$ cat src/rtl/edge_aware_box_blur_defines.svh
// Assertion macros of the box blur RTL.
`ifndef EDGE_AWARE_BOX_BLUR_DEFINES_SVH
`define EDGE_AWARE_BOX_BLUR_DEFINES_SVH

// Same-cycle implication, checked out of reset.
`define EABB_ASSERT_IMPLY(lbl, ante, cons, msg) \
  lbl: assert property (@(posedge clk) disable iff (!rst_n) (ante) |-> (cons)) \
    else $error(msg);

// Next-cycle implication, checked out of reset.
`define EABB_ASSERT_NEXT(lbl, ante, cons, msg) \
  lbl: assert property (@(posedge clk) disable iff (!rst_n) (ante) |=> (cons)) \
    else $error(msg);

`endif

$ cat src/rtl/eabb_pkg.sv
// Types, constants and the reciprocal table of the box blur.
`default_nettype none

package eabb_pkg;

  // Default frame limits
  localparam int MAX_WIDTH_DEF  = 1024;
  localparam int MAX_HEIGHT_DEF = 1024;

  // Configuration port
  localparam int CFG_W     = 11;
  localparam int CFG_IDX_W = 2;
  localparam logic [CFG_IDX_W-1:0] REG_FRAME_WIDTH  = 2'd0;
  localparam logic [CFG_IDX_W-1:0] REG_FRAME_HEIGHT = 2'd1;
  localparam logic [CFG_W-1:0]     FRAME_WIDTH_RST  = 11'd640;
  localparam logic [CFG_W-1:0]     FRAME_HEIGHT_RST = 11'd480;

  // Datapath widths
  localparam int CH_W        = 8;   // one colour channel
  localparam int CSUM_W      = 10;  // sum over one window column
  localparam int SUM_W       = 12;  // sum over the whole window
  localparam int CCNT_W      = 2;   // neighbours counted in one column
  localparam int CNT_W       = 4;   // neighbours counted in the window
  localparam int NUM_W       = 13;  // 2*sum + n
  localparam int RECIP_W     = 20;
  localparam int RECIP_SHIFT = 20;
  localparam int PROD_W      = NUM_W + RECIP_W;

  typedef struct packed {
    logic [CH_W-1:0] red;
    logic [CH_W-1:0] green;
    logic [CH_W-1:0] blue;
  } pixel_t;

  // One window column, top to bottom
  typedef struct packed {
    pixel_t top;
    pixel_t mid;
    pixel_t bot;
  } col_pix_t;

  typedef struct packed {
    logic [CSUM_W-1:0] red;
    logic [CSUM_W-1:0] green;
    logic [CSUM_W-1:0] blue;
    logic [CCNT_W-1:0] cnt;
  } col_sum_t;

  // Control from the sequencer to every window cell
  typedef struct packed {
    logic shift;
    logic sum_en;
    logic top_en;
    logic bot_en;
  } cell_ctl_t;

  typedef enum logic [2:0] {
    ST_IDLE,
    ST_READ,
    ST_SUM,
    ST_ADD,
    ST_MUL,
    ST_OUT
  } state_t;

  // ceil(2^RECIP_SHIFT / (2n)); exact for every numerator below 2^NUM_W
  function automatic logic [RECIP_W-1:0] recip(input logic [CNT_W-1:0] n);
    logic [RECIP_W-1:0] m;
    unique case (n)
      4'd1:    m = 20'd524288;
      4'd2:    m = 20'd262144;
      4'd3:    m = 20'd174763;
      4'd4:    m = 20'd131072;
      4'd5:    m = 20'd104858;
      4'd6:    m = 20'd87382;
      4'd7:    m = 20'd74899;
      4'd8:    m = 20'd65536;
      4'd9:    m = 20'd58255;
      default: m = '0;
    endcase
    return m;
  endfunction

endpackage

`default_nettype wire

$ cat src/rtl/eabb_col_cell.sv
// Window cell: holds one column of three pixels and sums its in-frame part.
`default_nettype none

module eabb_col_cell import eabb_pkg::*; (
  input  wire logic      clk,
  input  wire cell_ctl_t ctl,
  input  wire logic      col_en,
  input  wire col_pix_t  shift_in,
  output      col_pix_t  col_out,
  output      col_sum_t  sum_out
);

  col_pix_t col_r;
  col_sum_t sum_r;
  col_sum_t sum_nxt;

  // Take the column of the right-hand neighbour
  always_ff @(posedge clk) begin
    if (ctl.shift) begin
      col_r <= shift_in;
    end
  end

  // Masked column sum; the middle row is always in frame
  always_comb begin
    sum_nxt.red   = CSUM_W'(col_r.mid.red)
                  + (ctl.top_en ? CSUM_W'(col_r.top.red)   : '0)
                  + (ctl.bot_en ? CSUM_W'(col_r.bot.red)   : '0);
    sum_nxt.green = CSUM_W'(col_r.mid.green)
                  + (ctl.top_en ? CSUM_W'(col_r.top.green) : '0)
                  + (ctl.bot_en ? CSUM_W'(col_r.bot.green) : '0);
    sum_nxt.blue  = CSUM_W'(col_r.mid.blue)
                  + (ctl.top_en ? CSUM_W'(col_r.top.blue)  : '0)
                  + (ctl.bot_en ? CSUM_W'(col_r.bot.blue)  : '0);
    sum_nxt.cnt   = CCNT_W'(1) + CCNT_W'(ctl.top_en) + CCNT_W'(ctl.bot_en);
    if (!col_en) begin
      sum_nxt = '0;
    end
  end

  // Hold the sum for the adder stage
  always_ff @(posedge clk) begin
    if (ctl.sum_en) begin
      sum_r <= sum_nxt;
    end
  end

  assign col_out = col_r;
  assign sum_out = sum_r;

endmodule

`default_nettype wire

$ cat config.mk
export PLATFORM = sky130hd
export DESIGN_NAME = eabb_col_cell
export DESIGN_NICKNAME = d
export VERILOG_FILES = /design/src/rtl/edge_aware_box_blur_defines.svh /design/src/rtl/eabb_pkg.sv /design/src/rtl/eabb_col_cell.sv
export SDC_FILE = /design/constraint.sdc
export NUM_CORES = 1
export LEC_CHECK = 0
export ABC_AREA = 1
export BUFFER_PORTS_ARGS = -buffer_cell sky130_fd_sc_hd__buf_4
export CAP_MARGIN = 25
export CORE_UTILIZATION = 50
export DETAILED_ROUTE_END_ITERATION = 8
export GPL_TIMING_DRIVEN = 0
export PLACE_DENSITY = 0.8
export SLEW_MARGIN = 20
export SYNTH_ARGS = -nofsm -noshare
export SYNTH_HDL_FRONTEND = slang
export SYNTH_SLANG_ARGS = --single-unit
$ cat constraint.sdc
create_clock -name clk -period 5.05 [get_ports clk]
set_input_delay 0.2525 -clock clk [delete_from_list [all_inputs] [get_ports clk]]
set_output_delay 0.2525 -clock clk [all_outputs]
set_load 0.02 [all_outputs]
==> impl_results.html <==
<table>
<tr><th>Metric</th><th>Value</th></tr>
<tr><th colspan="2">Status</th></tr>
<tr><td>Outcome</td><td>completed</td></tr>
<tr><th colspan="2">Detailed routing</th></tr>
<tr><td>Met2 layer wire length in the routed design</td><td>5780 µm</td></tr>
<tr><td>Top routing layer in use</td><td>met4</td></tr>
<tr><td>Number of nets still failing antenna checks after routing</td><td>0</td></tr>
<tr><td>Number of vias in the routed layout</td><td>about 3,700</td></tr>
<tr><td>Amount of wire on met3 after detailed routing</td><td>691 µm</td></tr>
<tr><td>Total wirelength of the detailed-routed design</td><td>11,300 µm</td></tr>
<tr><td>Final routed DRC violation total</td><td>0</td></tr>
<tr><td>DR vias/cell</td><td>a little under 5</td></tr>
<tr><td>Number of optimization iterations in the first detailed-route pass</td><td>5</td></tr>
<tr><td>Count of routing violations after the opening detailed-route iteration</td><td>110</td></tr>
<tr><td>Wire length per cell</td><td>14.8 µm</td></tr>
<tr><td>Length of routed wiring on met1</td><td>about 4500 µm</td></tr>
<tr><th colspan="2">Yosys</th></tr>
<tr><td>Arithmetic-cell share of the synthesized area counting full adders, half adders and majority gates</td><td>between 10% and 20%</td></tr>
<tr><td>Sequential area share after synthesis</td><td>61.3%</td></tr>
<tr><td>Simple-gate share of the synthesized area</td><td>13.1%</td></tr>
<tr><td>Mux cell area share after synthesis</td><td>0%</td></tr>
<tr><td>Main area contributors after synthesis</td><td>sky130_fd_sc_hd__edfxtp_1 61%, sky130_fd_sc_hd__fa_1 11%, sky130_fd_sc_hd__nand2_1 8.7%</td></tr>
<tr><td>Warnings from Yosys</td><td>0</td></tr>
<tr><td>Combinational family with the most area after synthesis</td><td>adder cells</td></tr>
<tr><td>Combined area of all synthesized cells</td><td>a little over 0.005 mm²</td></tr>
<tr><td>Area leader, netlist</td><td>sky130_fd_sc_hd__edfxtp_1</td></tr>
<tr><td>Gate Count Post-Synth</td><td>439</td></tr>
<tr><td>Fraction of the mapped netlist area in compound gates</td><td>2.46%</td></tr>
<tr><td>Net count after synthesis</td><td>between 500 and 600</td></tr>
<tr><td>Avg Synthesized Cell Area</td><td>between 10 and 15 µm²</td></tr>
<tr><td>XOR/XNOR share of the synthesized area</td><td>0%</td></tr>
<tr><td>Synthesis-stage register bit count</td><td>104</td></tr>
<tr><td>Number of distinct library cells after synthesis</td><td>15</td></tr>
<tr><td>Share of the synthesized area in the top cell type</td><td>61.3%</td></tr>
<tr><th colspan="2">Critical path</th></tr>
<tr><td>Most Frequent Cell on Critical Path</td><td>sky130_fd_sc_hd__nand2_1</td></tr>
<tr><td>R2r startpoint</td><td>col_out[57]</td></tr>
<tr><td>Slowest cell on the critical path</td><td>sky130_fd_sc_hd__fa_1</td></tr>
<tr><td>Kind of start point of the critical path</td><td>flip-flop</td></tr>
<tr><td>Highest net fanout along the worst path</td><td>2</td></tr>
<tr><td>Setup slack of the worst register-to-register path</td><td>2.67 ns</td></tr>
<tr><td>Worst R2R Path Depth</td><td>11</td></tr>
<tr><td>Cell-by-cell listing of the critical path</td><td>nand2_1, inv_1, fa_1, ha_1, fa_1, nand2_1, nand2_1, nand3b_1, nand2_1, nand2_1, a21oi_1</td></tr>
<tr><td>Critical Path AT</td><td>between 2 and 3 ns</td></tr>
<tr><td>Data required time at the worst endpoint</td><td>5.19 ns</td></tr>
<tr><td>Element type at the critical path end</td><td>flip-flop</td></tr>
<tr><td>Crit path buffers/inverters</td><td>1</td></tr>
<tr><td>Slowest cell delay on critical path</td><td>around 0.45 ns</td></tr>
<tr><td>Worst R2R End</td><td>sum_out[21]</td></tr>
<tr><td>Kind of cell adding the most delay to the critical path</td><td>adder cells</td></tr>
<tr><td>Worst setup path category</td><td>reg -&gt; reg</td></tr>
<tr><th colspan="2">Hold path</th></tr>
<tr><td>End point of the most critical hold path</td><td>col_out[19]</td></tr>
<tr><td>Worst hold path depth</td><td>1</td></tr>
<tr><td>Worst hold path class</td><td>in -&gt; reg</td></tr>
<tr><td>Worst hold path startpoint</td><td>shift_in[19]</td></tr>
<tr><th colspan="2">Global routing</th></tr>
<tr><td>Total global routing track utilization</td><td>about 22%</td></tr>
<tr><td>Via count of the first global-routing pass</td><td>3,545</td></tr>
<tr><td>Initial antenna violation count</td><td>0</td></tr>
<tr><td>Largest net degree at the start of global routing</td><td>73</td></tr>
<tr><td>Global route total overflow</td><td>0</td></tr>
<tr><td>First-pass GRT wire length</td><td>16,800 µm</td></tr>
<tr><th colspan="2">Timing</th></tr>
<tr><td>Final Setup Violations</td><td>0</td></tr>
<tr><td>Highest Clock Rate</td><td>roughly 420 MHz</td></tr>
<tr><td>Unrepaired setup endpoints after global routing</td><td>no</td></tr>
<tr><td>Final Max Slew Viols</td><td>0</td></tr>
<tr><td>Tightest hold margin</td><td>approximately 0.032 ns</td></tr>
<tr><td>Setup_tns</td><td>0 ns</td></tr>
<tr><td>Post-route fraction of the period consumed by the critical path</td><td>47.2%</td></tr>
<tr><td>Max-slew headroom</td><td>38.2%</td></tr>
<tr><td>Worst Skew</td><td>between 0.009 and 0.01 ns</td></tr>
<tr><td>Final Critical Period</td><td>2.38 ns</td></tr>
<tr><td>Final Hold Fails</td><td>0</td></tr>
<tr><td>Transition time of the tightest slew-check pin</td><td>0.927 ns</td></tr>
<tr><th colspan="2">CTS</th></tr>
<tr><td>Number of setup buffers added after CTS</td><td>0</td></tr>
<tr><td>Number of sinks on the clock net</td><td>104</td></tr>
<tr><td>H-Tree Level Count</td><td>3</td></tr>
<tr><td>Clock buffer count from CTS</td><td>9</td></tr>
<tr><td>TritonCTS clock tree</td><td>yes</td></tr>
<tr><td>Clock-pin transition on the worst setup and hold timing paths</td><td>~0.1 ns</td></tr>
<tr><td>Library cell used as clock root buffer</td><td>sky130_fd_sc_hd__clkbuf_8</td></tr>
<tr><td>Worst-Skew Late Latency</td><td>about 0.39 ns</td></tr>
<tr><td>Maximum count of clock buffers along a single path</td><td>2</td></tr>
<tr><th colspan="2">Power</th></tr>
<tr><td>Tot Pwr</td><td>2.25 mW</td></tr>
<tr><td>Combinational cell fraction of total power</td><td>27.7%</td></tr>
<tr><td>Sw power</td><td>roughly 700 µW</td></tr>
<tr><td>Cell leakage power</td><td>3.42 nW</td></tr>
<tr><td>Internal power</td><td>1.55 mW</td></tr>
<tr><td>Power share of the sequential group</td><td>48.5%</td></tr>
<tr><td>Power density normalized to cell area</td><td>330 mW/mm²</td></tr>
<tr><td>Fraction of power spent switching nets</td><td>31.2%</td></tr>
<tr><td>Max VDD drop</td><td>0.000235 V</td></tr>
<tr><td>Clock network fraction of design power</td><td>roughly a quarter</td></tr>
<tr><th colspan="2">Cells and area</th></tr>
<tr><td>Antenna Cells</td><td>0</td></tr>
<tr><td>Count of nets after finishing</td><td>between 700 and 800</td></tr>
<tr><td>Final cell utilization of the core</td><td>69.3%</td></tr>
<tr><td>Leading cell types in the layout, fill and taps excluded</td><td>178 x sky130_fd_sc_hd__buf_4, 118 x sky130_fd_sc_hd__nand2_1, 104 x sky130_fd_sc_hd__edfxtp_1, 84 x sky130_fd_sc_hd__inv_1, 32 x sky130_fd_sc_hd__nor2_1</td></tr>
<tr><td>Fraction of layout cells with a size suffix above 1</td><td>31.9%</td></tr>
<tr><td>Commonest non-fill, non-tap cell in the layout</td><td>sky130_fd_sc_hd__buf_4</td></tr>
<tr><td>Layout-stage area growth over the synthesis result</td><td>33.7%</td></tr>
<tr><th colspan="2">Floorplanning</th></tr>
<tr><td>Std cell rows</td><td>36</td></tr>
<tr><td>Std-Cell Core Area</td><td>between 0.009 and 0.01 mm²</td></tr>
<tr><td>I/O pin count</td><td>182</td></tr>
<tr><td>Starting density of the core</td><td>51.8%</td></tr>
<tr><td>Die Width</td><td>103 µm</td></tr>
<tr><td>Die ar.</td><td>0.0106 mm²</td></tr>
<tr><td>Die Ht</td><td>103 µm</td></tr>
<tr><th colspan="2">Placed design</th></tr>
<tr><td>Global placer's final weighted congestion</td><td>approximately 0.83</td></tr>
<tr><td>Port Buffers</td><td>roughly 180</td></tr>
<tr><td>Estimated wirelength of the detail-placed design</td><td>8500 µm</td></tr>
<tr><th colspan="2">Flow run</th></tr>
<tr><td>Max-cap check violation count</td><td>0</td></tr>
</table>
==> metal layers <==
metal  up-vias  GRT usage [%]
met1      1735           27.1
met3        17           5.90
li1       1780              -
met5         -              0
met2       151           36.9
met4         0           9.64
==> cell type report <==
cell class                      instances  area [µm²]
Tap cell                              133         166
Inverter                               84         315
Clock buffer                            9         124
Timing Repair Buffer                  179        1350
Buffer                                  9        45.0
Fill cell                             723        3010
Multi-Input combinational cell        242        1610
Clock inverter                          7        77.6
Sequential cell                       104        3120
==> power groups by stage <==
stage	Sequential (mW)	Clock, mW	Combinational (mW)
3_3_place_gp	1.11	0	0.603
4_1_cts	1.09	0.549	0.624
2_1_floorplan	1.21	0	0.270
6_report	1.09	0.535	0.622
5_1_grt	1.10	0.578	0.691
3_5_place_dp	1.11	0	0.620
==> flip-flops by register name, indices dropped and copies added, names as in the netlist <==
register  flops
col_out      72
sum_out      32
==> timing repair <==
item	CTS	global route
resized for setup	0	0
endpoints found under the hold margin	0	1
hold buffers	0	1
==> worst max path at each step <==
stage,start,to,slack [ns],cells after the start
floorplan,ctl[1],sum_out[11],2.64,13
global placement,ctl[0],sum_out[9],2.31,13
detailed placement,ctl[0],sum_out[11],2.27,13
CTS,col_out[57],sum_out[21],2.67,11
global route,col_out[65],sum_out[31],2.51,11
finish,col_out[57],sum_out[21],2.67,11
==> Yosys cell counts <==
cell                       number
sky130_fd_sc_hd__nor2_1        32
sky130_fd_sc_hd__and2_1         1
sky130_fd_sc_hd__fa_1          27
sky130_fd_sc_hd__nand3_1       10
sky130_fd_sc_hd__nand4_1        1
sky130_fd_sc_hd__a21oi_1       19
sky130_fd_sc_hd__nand3b_1       3
sky130_fd_sc_hd__or2_1          3
sky130_fd_sc_hd__nand2_1      118
sky130_fd_sc_hd__o21ai_0        5
sky130_fd_sc_hd__buf_2          9
sky130_fd_sc_hd__inv_1         84
sky130_fd_sc_hd__ha_1          22
sky130_fd_sc_hd__o21ai_1        1
sky130_fd_sc_hd__edfxtp_1     104
==> metrics by stage <==
step | instances | area, µm² | setup slack (ns)
detailed placement | 750 | 6590 | 2.27
finish | 767 | 6810 | 2.67
floorplan | 439 | 5090 | 2.64
CTS | 766 | 6800 | 2.67
global route | 767 | 6810 | 2.51
global placement | 750 | 6590 | 2.31
==> kinds of logic (layout without fill, tap and decap cells) <==
group / Yosys count / in the layout
AOI/OAI and AO/OA: 25 / 25
adders and majority gates: 49 / 49
buffers and inverters: 93 / 288
DFF: 104 / 104
and+or+nand+nor: 168 / 168
==> worst reg2reg max path, stage by stage, from the launching register on <==
cell                       delay (ns)
sky130_fd_sc_hd__edfxtp_1        0.43
sky130_fd_sc_hd__nand2_1         0.09
sky130_fd_sc_hd__inv_1           0.05
sky130_fd_sc_hd__fa_1            0.45
sky130_fd_sc_hd__ha_1            0.24
sky130_fd_sc_hd__fa_1            0.39
sky130_fd_sc_hd__nand2_1         0.10
sky130_fd_sc_hd__nand2_1         0.08
sky130_fd_sc_hd__nand3b_1        0.10
sky130_fd_sc_hd__nand2_1         0.07
sky130_fd_sc_hd__nand2_1         0.08
sky130_fd_sc_hd__a21oi_1         0.07
Power figures use the tool's default switching activity.
