### src/rtl/edge_aware_box_blur_defines.svh
// Assertion macros of the box blur RTL.
`ifndef EDGE_AWARE_BOX_BLUR_DEFINES_SVH
`define EDGE_AWARE_BOX_BLUR_DEFINES_SVH

// Same-cycle implication, checked out of reset.
`define EABB_ASSERT_IMPLY(lbl, ante, cons, msg) \
  lbl: assert property (@(posedge clk) disable iff (!rst_n) (ante) |-> (cons)) \
    else $error(msg);

// Next-cycle implication, checked out of reset.
`define EABB_ASSERT_NEXT(lbl, ante, cons, msg) \
  lbl: assert property (@(posedge clk) disable iff (!rst_n) (ante) |=> (cons)) \
    else $error(msg);

`endif

### src/rtl/eabb_pkg.sv
// Types, constants and the reciprocal table of the box blur.
`default_nettype none

package eabb_pkg;

  // Default frame limits
  localparam int MAX_WIDTH_DEF  = 1024;
  localparam int MAX_HEIGHT_DEF = 1024;

  // Configuration port
  localparam int CFG_W     = 11;
  localparam int CFG_IDX_W = 2;
  localparam logic [CFG_IDX_W-1:0] REG_FRAME_WIDTH  = 2'd0;
  localparam logic [CFG_IDX_W-1:0] REG_FRAME_HEIGHT = 2'd1;
  localparam logic [CFG_W-1:0]     FRAME_WIDTH_RST  = 11'd640;
  localparam logic [CFG_W-1:0]     FRAME_HEIGHT_RST = 11'd480;

  // Datapath widths
  localparam int CH_W        = 8;   // one colour channel
  localparam int CSUM_W      = 10;  // sum over one window column
  localparam int SUM_W       = 12;  // sum over the whole window
  localparam int CCNT_W      = 2;   // neighbours counted in one column
  localparam int CNT_W       = 4;   // neighbours counted in the window
  localparam int NUM_W       = 13;  // 2*sum + n
  localparam int RECIP_W     = 20;
  localparam int RECIP_SHIFT = 20;
  localparam int PROD_W      = NUM_W + RECIP_W;

  typedef struct packed {
    logic [CH_W-1:0] red;
    logic [CH_W-1:0] green;
    logic [CH_W-1:0] blue;
  } pixel_t;

  // One window column, top to bottom
  typedef struct packed {
    pixel_t top;
    pixel_t mid;
    pixel_t bot;
  } col_pix_t;

  typedef struct packed {
    logic [CSUM_W-1:0] red;
    logic [CSUM_W-1:0] green;
    logic [CSUM_W-1:0] blue;
    logic [CCNT_W-1:0] cnt;
  } col_sum_t;

  // Control from the sequencer to every window cell
  typedef struct packed {
    logic shift;
    logic sum_en;
    logic top_en;
    logic bot_en;
  } cell_ctl_t;

  typedef enum logic [2:0] {
    ST_IDLE,
    ST_READ,
    ST_SUM,
    ST_ADD,
    ST_MUL,
    ST_OUT
  } state_t;

  // ceil(2^RECIP_SHIFT / (2n)); exact for every numerator below 2^NUM_W
  function automatic logic [RECIP_W-1:0] recip(input logic [CNT_W-1:0] n);
    logic [RECIP_W-1:0] m;
    unique case (n)
      4'd1:    m = 20'd524288;
      4'd2:    m = 20'd262144;
      4'd3:    m = 20'd174763;
      4'd4:    m = 20'd131072;
      4'd5:    m = 20'd104858;
      4'd6:    m = 20'd87382;
      4'd7:    m = 20'd74899;
      4'd8:    m = 20'd65536;
      4'd9:    m = 20'd58255;
      default: m = '0;
    endcase
    return m;
  endfunction

endpackage

`default_nettype wire

### src/rtl/eabb_mean.sv
// Rounded mean of one colour: (2*sum + n) / (2n) by reciprocal multiply.
`default_nettype none

module eabb_mean import eabb_pkg::*; (
  input  wire logic             clk,
  input  wire logic             load_en,
  input  wire logic             mul_en,
  input  wire logic [SUM_W-1:0] sum_in,
  input  wire logic [CNT_W-1:0] cnt_in,
  output      logic [CH_W-1:0]  mean_out
);

  logic [NUM_W-1:0]   num_r;
  logic [RECIP_W-1:0] recip_r;
  logic [PROD_W-1:0]  prod_r;

  // Form the numerator and look up the reciprocal of the divisor
  always_ff @(posedge clk) begin
    if (load_en) begin
      num_r   <= {sum_in, 1'b0} + NUM_W'(cnt_in);
      recip_r <= recip(cnt_in);
    end
  end

  // Multiply; the quotient sits above the fraction bits
  always_ff @(posedge clk) begin
    if (mul_en) begin
      prod_r <= PROD_W'(num_r) * PROD_W'(recip_r);
    end
  end

  assign mean_out = prod_r[RECIP_SHIFT +: CH_W];

endmodule

`default_nettype wire

### config.mk
export PLATFORM = sky130hd
export DESIGN_NAME = eabb_mean
export DESIGN_NICKNAME = d
export VERILOG_FILES = /design/src/rtl/edge_aware_box_blur_defines.svh /design/src/rtl/eabb_pkg.sv /design/src/rtl/eabb_mean.sv
export SDC_FILE = /design/constraint.sdc
export NUM_CORES = 1
export LEC_CHECK = 0
export BUFFER_PORTS_ARGS = -buffer_cell sky130_fd_sc_hd__buf_4
export CAP_MARGIN = 20
export CORE_AREA = 4 4 164 166
export DETAILED_ROUTE_END_ITERATION = 8
export DIE_AREA = 0 0 168 170
export GPL_TIMING_DRIVEN = 0
export PLACE_DENSITY = 0.47
export SETUP_SLACK_MARGIN = 0.05
export SYNTH_ARGS = -nofsm -noshare
export SYNTH_HDL_FRONTEND = slang
export SYNTH_SLANG_ARGS = --single-unit
### constraint.sdc
create_clock -name clk -period 8.4 [get_ports clk]
set_input_delay 0.84 -clock clk [delete_from_list [all_inputs] [get_ports clk]]
set_output_delay 0.84 -clock clk [all_outputs]
set_load 0.005 [all_outputs]
==> results of run 1 <==
## final timing paths
check | slack (ns) | start | end | cells after the start
setup / recovery | 2.01 | num_r[6]$_DFFE_PP_ | prod_r[24]$_DFFE_PP_ | 17
hold / removal | 0.78 | cnt_in[0] | num_r[0]$_DFFE_PP_ | 1
setup reg to reg | 2.01 | num_r[6]$_DFFE_PP_ | prod_r[24]$_DFFE_PP_ | 17
hold reg to reg | 1.31 | recip_r[17]$_SDFFCE_PP0P_ | prod_r[27]$_DFFE_PP_ | 6
## sequential cells by signal, indices dropped and copies added (netlist names)
signal	count
num_r	13
recip_r	17
prod_r	8
## worst max-delay path, cell delays in order, from the launching register on
cell                       delay, ns
sky130_fd_sc_hd__edfxtp_1       0.61
sky130_fd_sc_hd__clkbuf_1       0.58
sky130_fd_sc_hd__nand2_1        0.36
sky130_fd_sc_hd__fa_1           0.50
sky130_fd_sc_hd__fa_1           0.46
sky130_fd_sc_hd__inv_1          0.09
sky130_fd_sc_hd__fa_1           0.44
sky130_fd_sc_hd__fa_1           0.57
sky130_fd_sc_hd__inv_1          0.05
sky130_fd_sc_hd__fa_1           0.49
sky130_fd_sc_hd__inv_1          0.05
sky130_fd_sc_hd__ha_1           0.32
sky130_fd_sc_hd__nand2_1        0.06
sky130_fd_sc_hd__o21ai_0        0.58
sky130_fd_sc_hd__nor3_1         0.14
sky130_fd_sc_hd__a211oi_1       0.52
sky130_fd_sc_hd__a21oi_1        0.16
sky130_fd_sc_hd__xnor2_1        0.15
## cell families (layout without fill, tap and decap cells)
| family | count (synthesis) | after routing | synth area share, % |
|---|---|---|---|
| buffers and inverters | 304 | 338 | 13.1 |
| DFF | 38 | 38 | 13.1 |
| and+or+nand+nor | 282 | 282 | 15.6 |
| AOI/OAI and AO/OA | 48 | 48 | 3.49 |
| xor gates and xnor gates | 27 | 27 | 2.71 |
| adders and majority gates | 250 | 250 | 52.1 |
## through the flow
| stage | hold WS [ns] | setup slack (ns) | cell area (um^2) | cells | utilization, % |
|---|---|---|---|---|---|
| 6_report | 0.777 | 2.01 | 9520 | 1318 | 37.2 |
| 5_1_grt | 0.782 | 1.65 | 9520 | 1318 | 37.2 |
| 4_1_cts | 0.776 | 1.89 | 9520 | 1318 | 37.2 |
| 3_5_place_dp | 1.08 | 1.91 | 9350 | 1310 | 36.5 |
| 3_3_place_gp | 1.08 | 1.90 | 9350 | 1310 | 36.5 |
| 2_1_floorplan | 0.939 | 3.17 | 8740 | 949 | - |
## per-layer routing
layer,share of wire (%),wire [um],up-vias,track usage [%]
li1,-,-,2833,-
met3,4.7,1110,26,2.14
met5,0,0,-,0
met2,47,11200,137,29.7
met1,46,10700,3015,24.1
met4,2.3,539,0,4.20
## area by class of cell
type | count | area share (%)
repair buffers | 26 | 2.05
flip-flops and latches | 38 | 12.0
well taps | 335 | 4.40
inverters | 271 | 10.7
multi-input cells | 607 | 67.8
clock inverters | 3 | 0.473
plain buffers | 33 | 1.30
clock buffers | 5 | 1.31
## synthesized netlist by cell type (2+ instances only)
cell                        instances
sky130_fd_sc_hd__nand3_1            6
sky130_fd_sc_hd__nand2_1          144
sky130_fd_sc_hd__clkbuf_1          33
sky130_fd_sc_hd__edfxtp_1          38
sky130_fd_sc_hd__fa_1             190
sky130_fd_sc_hd__nand2b_1           2
sky130_fd_sc_hd__o2111ai_1          2
sky130_fd_sc_hd__or4_1              3
sky130_fd_sc_hd__o21a_1             2
sky130_fd_sc_hd__inv_1            271
sky130_fd_sc_hd__xnor2_1           23
sky130_fd_sc_hd__o21ai_0            8
sky130_fd_sc_hd__xor2_1             4
sky130_fd_sc_hd__a211oi_1           2
sky130_fd_sc_hd__nor3_1             5
sky130_fd_sc_hd__and4_1             2
sky130_fd_sc_hd__a21o_1             3
sky130_fd_sc_hd__nor4_1             3
sky130_fd_sc_hd__nor2_1            18
sky130_fd_sc_hd__ha_1              60
sky130_fd_sc_hd__a21oi_1           19
sky130_fd_sc_hd__and2_1            89
sky130_fd_sc_hd__nand4_1            4
sky130_fd_sc_hd__o211ai_1           3
==> summary by stage, run 1 <==
Status
The run finished with clean final reports.

Clock tree
Post-CTS timing repair inserted 0 buffers for setup. The CTS H-tree depth is 2. In this run, post-CTS repair resized a total of 0 instances. The tree built by TritonCTS fans out to 38 sinks. The clock latency on the worst-skew pair is 0.29 ns.

For this design, the CTS-stage hold fixing added 0 buffers. The clock tree from TritonCTS is yes. Buffers inserted during clock tree synthesis total 5. The number of buffers on the longest clock path is 2. The library cell used as clock root buffer is sky130_fd_sc_hd__clkbuf_16. The clock-pin slew of the registers on the worst-case setup and hold paths is 0.07 ns.

STA
The count of final max-slew check failures came to 0. Measured against its own limit, the worst slew margin works out to 43.8%. The hold violation count in the final report is 0.

Setup repair after global routing left no endpoint under its margin. The number of failing setup endpoints in the final timing report is 0. The achievable frequency is 157 MHz. At the pin with the least slew margin, the transition time is 0.843 ns. After routing, the total negative slack on setup checks comes to 0 ns.

The final critical path takes up 76.1% of the cycle. Clock skew on the completed layout was measured at 0.00443 ns. Counting I/O delays and the setup requirement, the final critical path takes 6.39 ns.

Detailed routing
After detailed routing, the average wire length per cell comes to 17.9 um. Summed over all layers, the routed wires come to 23.6 mm. The remaining design rule violation count is 0. Once detail routing completed, the nets flagged for antenna violations numbered 0. The number of vias in the routed layout is 6011. Dividing the detail-routed via count by the number of cells gives 4.56. The first routing iteration left 301 violations. Before antenna repair, the detailed router went through 5 iterations.

Setup path
The arrival time reported for the critical path endpoint is 6.43 ns. Of all nets on the critical path, the largest fanout is 10. The setup path with the least slack is of type reg -> reg.

The category of the worst setup path launch point is a register. STA classifies the critical path endpoint as a register. The required time of the critical path is 8.44 ns.

Floorplan
The floorplan step defined a core boundary enclosing 25600 um^2. The effective utilization at floorplan is 34.1%. The die is 168 um wide.

The height of the chip is 170 um. Row generation in the floorplan step produced 59 rows. 27 I/O pins were placed. The die area is 28600 um^2.

Finish
The number of filler instances in the final layout is 2697. The share of cells above drive strength 1 is 3.87%. The leading cell type in the layout, fill and taps excluded is sky130_fd_sc_hd__inv_1. Summing all multi-input logic gate instances after layout gives 6460 um^2. The area growth from synthesis to layout is 8.98%. The sequential cells in the finished layout cover a total of 1140 um^2. Leaving out fill and tap cells, the most frequent cells in the layout are 271 x sky130_fd_sc_hd__inv_1, 190 x sky130_fd_sc_hd__fa_1, 144 x sky130_fd_sc_hd__nand2_1.

The net count of the finished layout is 1251. The repair_antennas step left the layout with diodes totalling 0.

Synthesis
In this run the cell area of the synthesized design comes to 8740 um^2. The sequential cell area fraction in the yosys report is 13.1%. Synthesis produced a netlist with a net count of 1218.

The per-instance average area after synthesis is 9.21 um^2. The share of the synthesized area in the top cell type is 43.5%. The number of enable flip-flop cells after synthesis is 38.

Of all cell types, the one taking the most synthesized area is sky130_fd_sc_hd__fa_1. Ranked by total cell area, the synthesized netlist is headed by sky130_fd_sc_hd__fa_1 44%, sky130_fd_sc_hd__edfxtp_1 13%, sky130_fd_sc_hd__inv_1 12%. The prevailing post-synth register cell is sky130_fd_sc_hd__edfxtp_1. The gate count after technology mapping is 949.

After synthesis the netlist holds a flip-flop and latch count of 38. During synthesis, Yosys emitted a total of 0 warnings. The number of different library cells used by synthesis comes to 39.

In the synthesized netlist the async set-or-reset flop fraction comes to 0%.

Global routing
The wire length of the first global-routing pass is 38.0 mm. For this run, the total global-route usage over all layers was measured as 17.5%. The number of global-route vias before repair is 6662. The number of antenna violations at the first check in global routing came to 1. Entering global routing, the biggest net connects 31 pins. After global routing the overflow that remains totals 0.

Placement
The HPWL after detailed placement is 20.3 mm. The number of port buffers is 26. The final weighted congestion of routability-driven global placement is 0.961.

Flow run
The number of maximum-capacitance constraint violations is 0.

Hold path
The min-delay analysis places its worst path in the category in -> reg.
Power of run 1 is not shown: default switching activity piles up to over one toggle a cycle in this logic, so the estimate is an artifact.
==> run 2: changes to the inputs <==
--- a/config.mk
+++ b/config.mk
@@ -11,7 +11,7 @@
 export DETAILED_ROUTE_END_ITERATION = 8
 export DIE_AREA = 0 0 168 170
 export GPL_TIMING_DRIVEN = 0
-export PLACE_DENSITY = 0.47
+export PLACE_DENSITY = 0.49
 export SETUP_SLACK_MARGIN = 0.05
 export SYNTH_ARGS = -nofsm -noshare
 export SYNTH_HDL_FRONTEND = slang
==> constraint.sdc (replaced) <==
create_clock -name clk -period 5.7 [get_ports clk]
set_input_delay 0.57 -clock clk [delete_from_list [all_inputs] [get_ports clk]]
set_output_delay 0.57 -clock clk [all_outputs]
set_load 0.005 [all_outputs]
==> run 2 against run 1 <==
Global-route usage increased by 0.15 points. First-iteration DRC count rose by 25%. Critical endpoint is now prod_r[27]$_DFFE_PP_. Flip-flop and latch count stayed put.
==> summary by stage, run 2 (same netlist as run 1, synthesis figures left out) <==
STA
The hold violation count in the final report is 0. Setup repair after global routing left no endpoint under its margin. Once routing completed, OpenROAD measured the worst setup slack at 0.212 ns. The clock arrives with 0.00307 ns of skew.

The worst pin sits at a relative slew slack of 67.9%. The achievable frequency is 182 MHz. After layout, the worst path uses 96.3% of the clock period. At the pin with the least slew margin, the transition time is 0.478 ns. The minimum period implied by the final worst setup slack is 5.49 ns.

The number of failing setup endpoints in the final timing report is 0. The count of final max-slew check failures came to 0.

Global routing
In the global route stage, overall resource usage came out at 17.6%. The number of antenna violations at the first check in global routing was 0. The total grt overflow is 0. The number of global-route vias before repair is 6777. The wire length of the first global-routing pass is 38.6 mm. The largest net degree at the start of global routing is 31.

Floorplan
The total core area is 25600 um^2. 27 I/O pins were placed. The floorplan row count is 59. For this configuration, the core starts out at a cell density of 34.1%.

The die area is 28600 um^2. The floorplan step set the die width to 168 um. Measured along the y axis, the die boundary spans 170 um.

Clock tree
The clock latency on the worst-skew pair is 0.29 ns. The number of hold-repair buffers added at the cts stage is 0. In this run the clock root is driven by a sky130_fd_sc_hd__clkbuf_16. The number of buffers on the longest clock path is 2. After clock tree synthesis, the clock-pin slew on the worst setup and hold paths is 0.06 ns. The clock tree from TritonCTS is yes. The CTS H-tree depth is 2. The number of sinks on the clock net is 38. The number of buffers created by CTS is 5.

Setup path
The worst setup path is launched from a register. The setup path with the least slack is of type reg -> reg. Counting stages on the worst path, the most repeated cell is sky130_fd_sc_hd__fa_1. Data on the critical path is required at its endpoint by 5.74 ns. Walking the worst path, the cells encountered are clkbuf_8 > and2_1 > fa_1 > inv_1 > fa_1 > inv_1 > fa_1 > fa_1 > inv_1 > fa_1 > inv_1 > ha_1 > a2111oi_4 > o21ai_2 > or4_4 > a21oi_4 > nor4_2 > nand4bb_1. The launch instance of the worst register-to-register path is num_r[2]$_DFFE_PP_.

In this run the critical register-to-register path is captured at prod_r[27]$_DFFE_PP_. At the worst endpoint, the arrival time is 5.52 ns. The critical path endpoint category is a register. For this design, the slowest cell found on the critical path is sky130_fd_sc_hd__fa_1.

The peak fanout along the critical path is 10. Measured in cells, the most critical reg-to-reg path has a length of 18. Across all register-to-register paths, the minimum setup slack is 0.21 ns.

For this run, the slowest stage of the critical path takes 0.55 ns.

Finish
The library cells used most frequently in the layout, excluding fill and tap cells, are 269 x sky130_fd_sc_hd__inv_1, 189 x sky130_fd_sc_hd__fa_1, 143 x sky130_fd_sc_hd__nand2_1. The share of cells above drive strength 1 is 10.5%. The number of antenna diodes in the final layout is 0. The number of flip-flops in the largest register is 17.

The area added between synthesis and finish is 13.0%. The number of filler instances in the final layout is 2611. The most flop-heavy register is recip_r. The leading cell type in the layout, fill and taps excluded is sky130_fd_sc_hd__inv_1. For this run, the post-layout net count is 1270. The final cell count without fillers is 1337.

The largest registers in the layout are recip_r (17), num_r (13), prod_r (8).

Detailed routing
The number of nets with antenna violations after detailed routing is 0. The vias per cell is 4.58. In the routed design, unresolved DRC markers number 0.

The number of vias in the routed layout is 6120. After detailed routing, the average wire length per cell comes to 17.8 um. The routed wire length is 23.8 mm. The number of detailed-route iterations in the first pass is 5. The number of DRC markers in iteration 0 is 375.

Placement
Counting tap cells, the placed design contains a total of 1310 instances. The worst setup slack after placement is -0.686 ns. Port buffering added 26 buffers. The final weighted congestion of routability-driven global placement is 0.929.

Detailed placement ended at an HPWL of 20.1 mm.

Flow run
The number of maximum-capacitance constraint violations is 0.

Hold path
The start point of the worst hold path is cnt_in[0]. Counting instances, the worst hold path has a depth of 1. The worst min-delay path category is in -> reg. The terminating pin of the worst hold path is num_r[0]$_DFFE_PP_.

Status
The flow ran to the end, and the final reports show no timing, DRC or antenna violations.
## run 2: critical path, delay by kind of cell, from the launching register on
family                     cells  cell delay [ns]
buffers and inverters          5             0.41
AOI/OAI and AO/OA              3             0.73
DFF                            1             0.44
and+or+nand+nor                4             0.92
adders and majority gates      6             2.72
## run 2: stage by stage
stage / hold slack (ns) / TNS [ns] / area, um^2 / utilization, %
2_1_floorplan: 0.669 / 0 / 8740 / -
3_3_place_gp: 0.814 / -4.10 / 9350 / 36.5
3_5_place_dp: 0.813 / -3.84 / 9350 / 36.5
4_1_cts: 0.510 / 0 / 9700 / 37.9
5_1_grt: 0.514 / 0 / 9880 / 38.6
6_report: 0.514 / 0 / 9880 / 38.6
## run 2: routing by layer
metal | vias to the layer above | wire length (um) | global-route usage [%]
li1 | 2863 | - | -
met1 | 3078 | 10700 | 23.9
met2 | 151 | 11300 | 30.0
met3 | 28 | 1260 | 2.46
met4 | 0 | 582 | 4.59
met5 | - | 0 | 0
## run 2: worst max-delay path by stage
stage                     depth (start not counted)                    to          startpoint  slack [ns]
final                                            18  prod_r[27]$_DFFE_PP_  num_r[2]$_DFFE_PP_        0.21
after global routing                             19  prod_r[27]$_DFFE_PP_  num_r[7]$_DFFE_PP_        0.04
after CTS                                        18  prod_r[27]$_DFFE_PP_  num_r[1]$_DFFE_PP_        0.06
after detailed placement                         17  prod_r[24]$_DFFE_PP_  num_r[6]$_DFFE_PP_       -0.69
after global placement                           17  prod_r[24]$_DFFE_PP_  num_r[6]$_DFFE_PP_       -0.75
after floorplan                                  18  prod_r[27]$_DFFE_PP_  num_r[8]$_DFFE_PP_        0.47
## run 2: layout make-up
class | count | area (um^2) | area share, %
Timing Repair Buffer | 47 | 370 | 3.75
Clock inverter | 3 | 45.0 | 0.456
Inverter | 271 | 1020 | 10.3
Sequential cell | 38 | 1140 | 11.6
Buffer | 31 | 210 | 2.13
Tap cell | 335 | 419 | 4.24
Clock buffer | 5 | 125 | 1.27
Multi-Input combinational cell | 607 | 6550 | 66.3
## run 2: what timing repair did
item	in CTS	in global routing
pin swaps	0	4
endpoints found under the setup margin	8	7
buffers inserted	11	9
gates cloned	0	1
gates resized for setup	43	42
Power of run 2 is left out for the same reason.
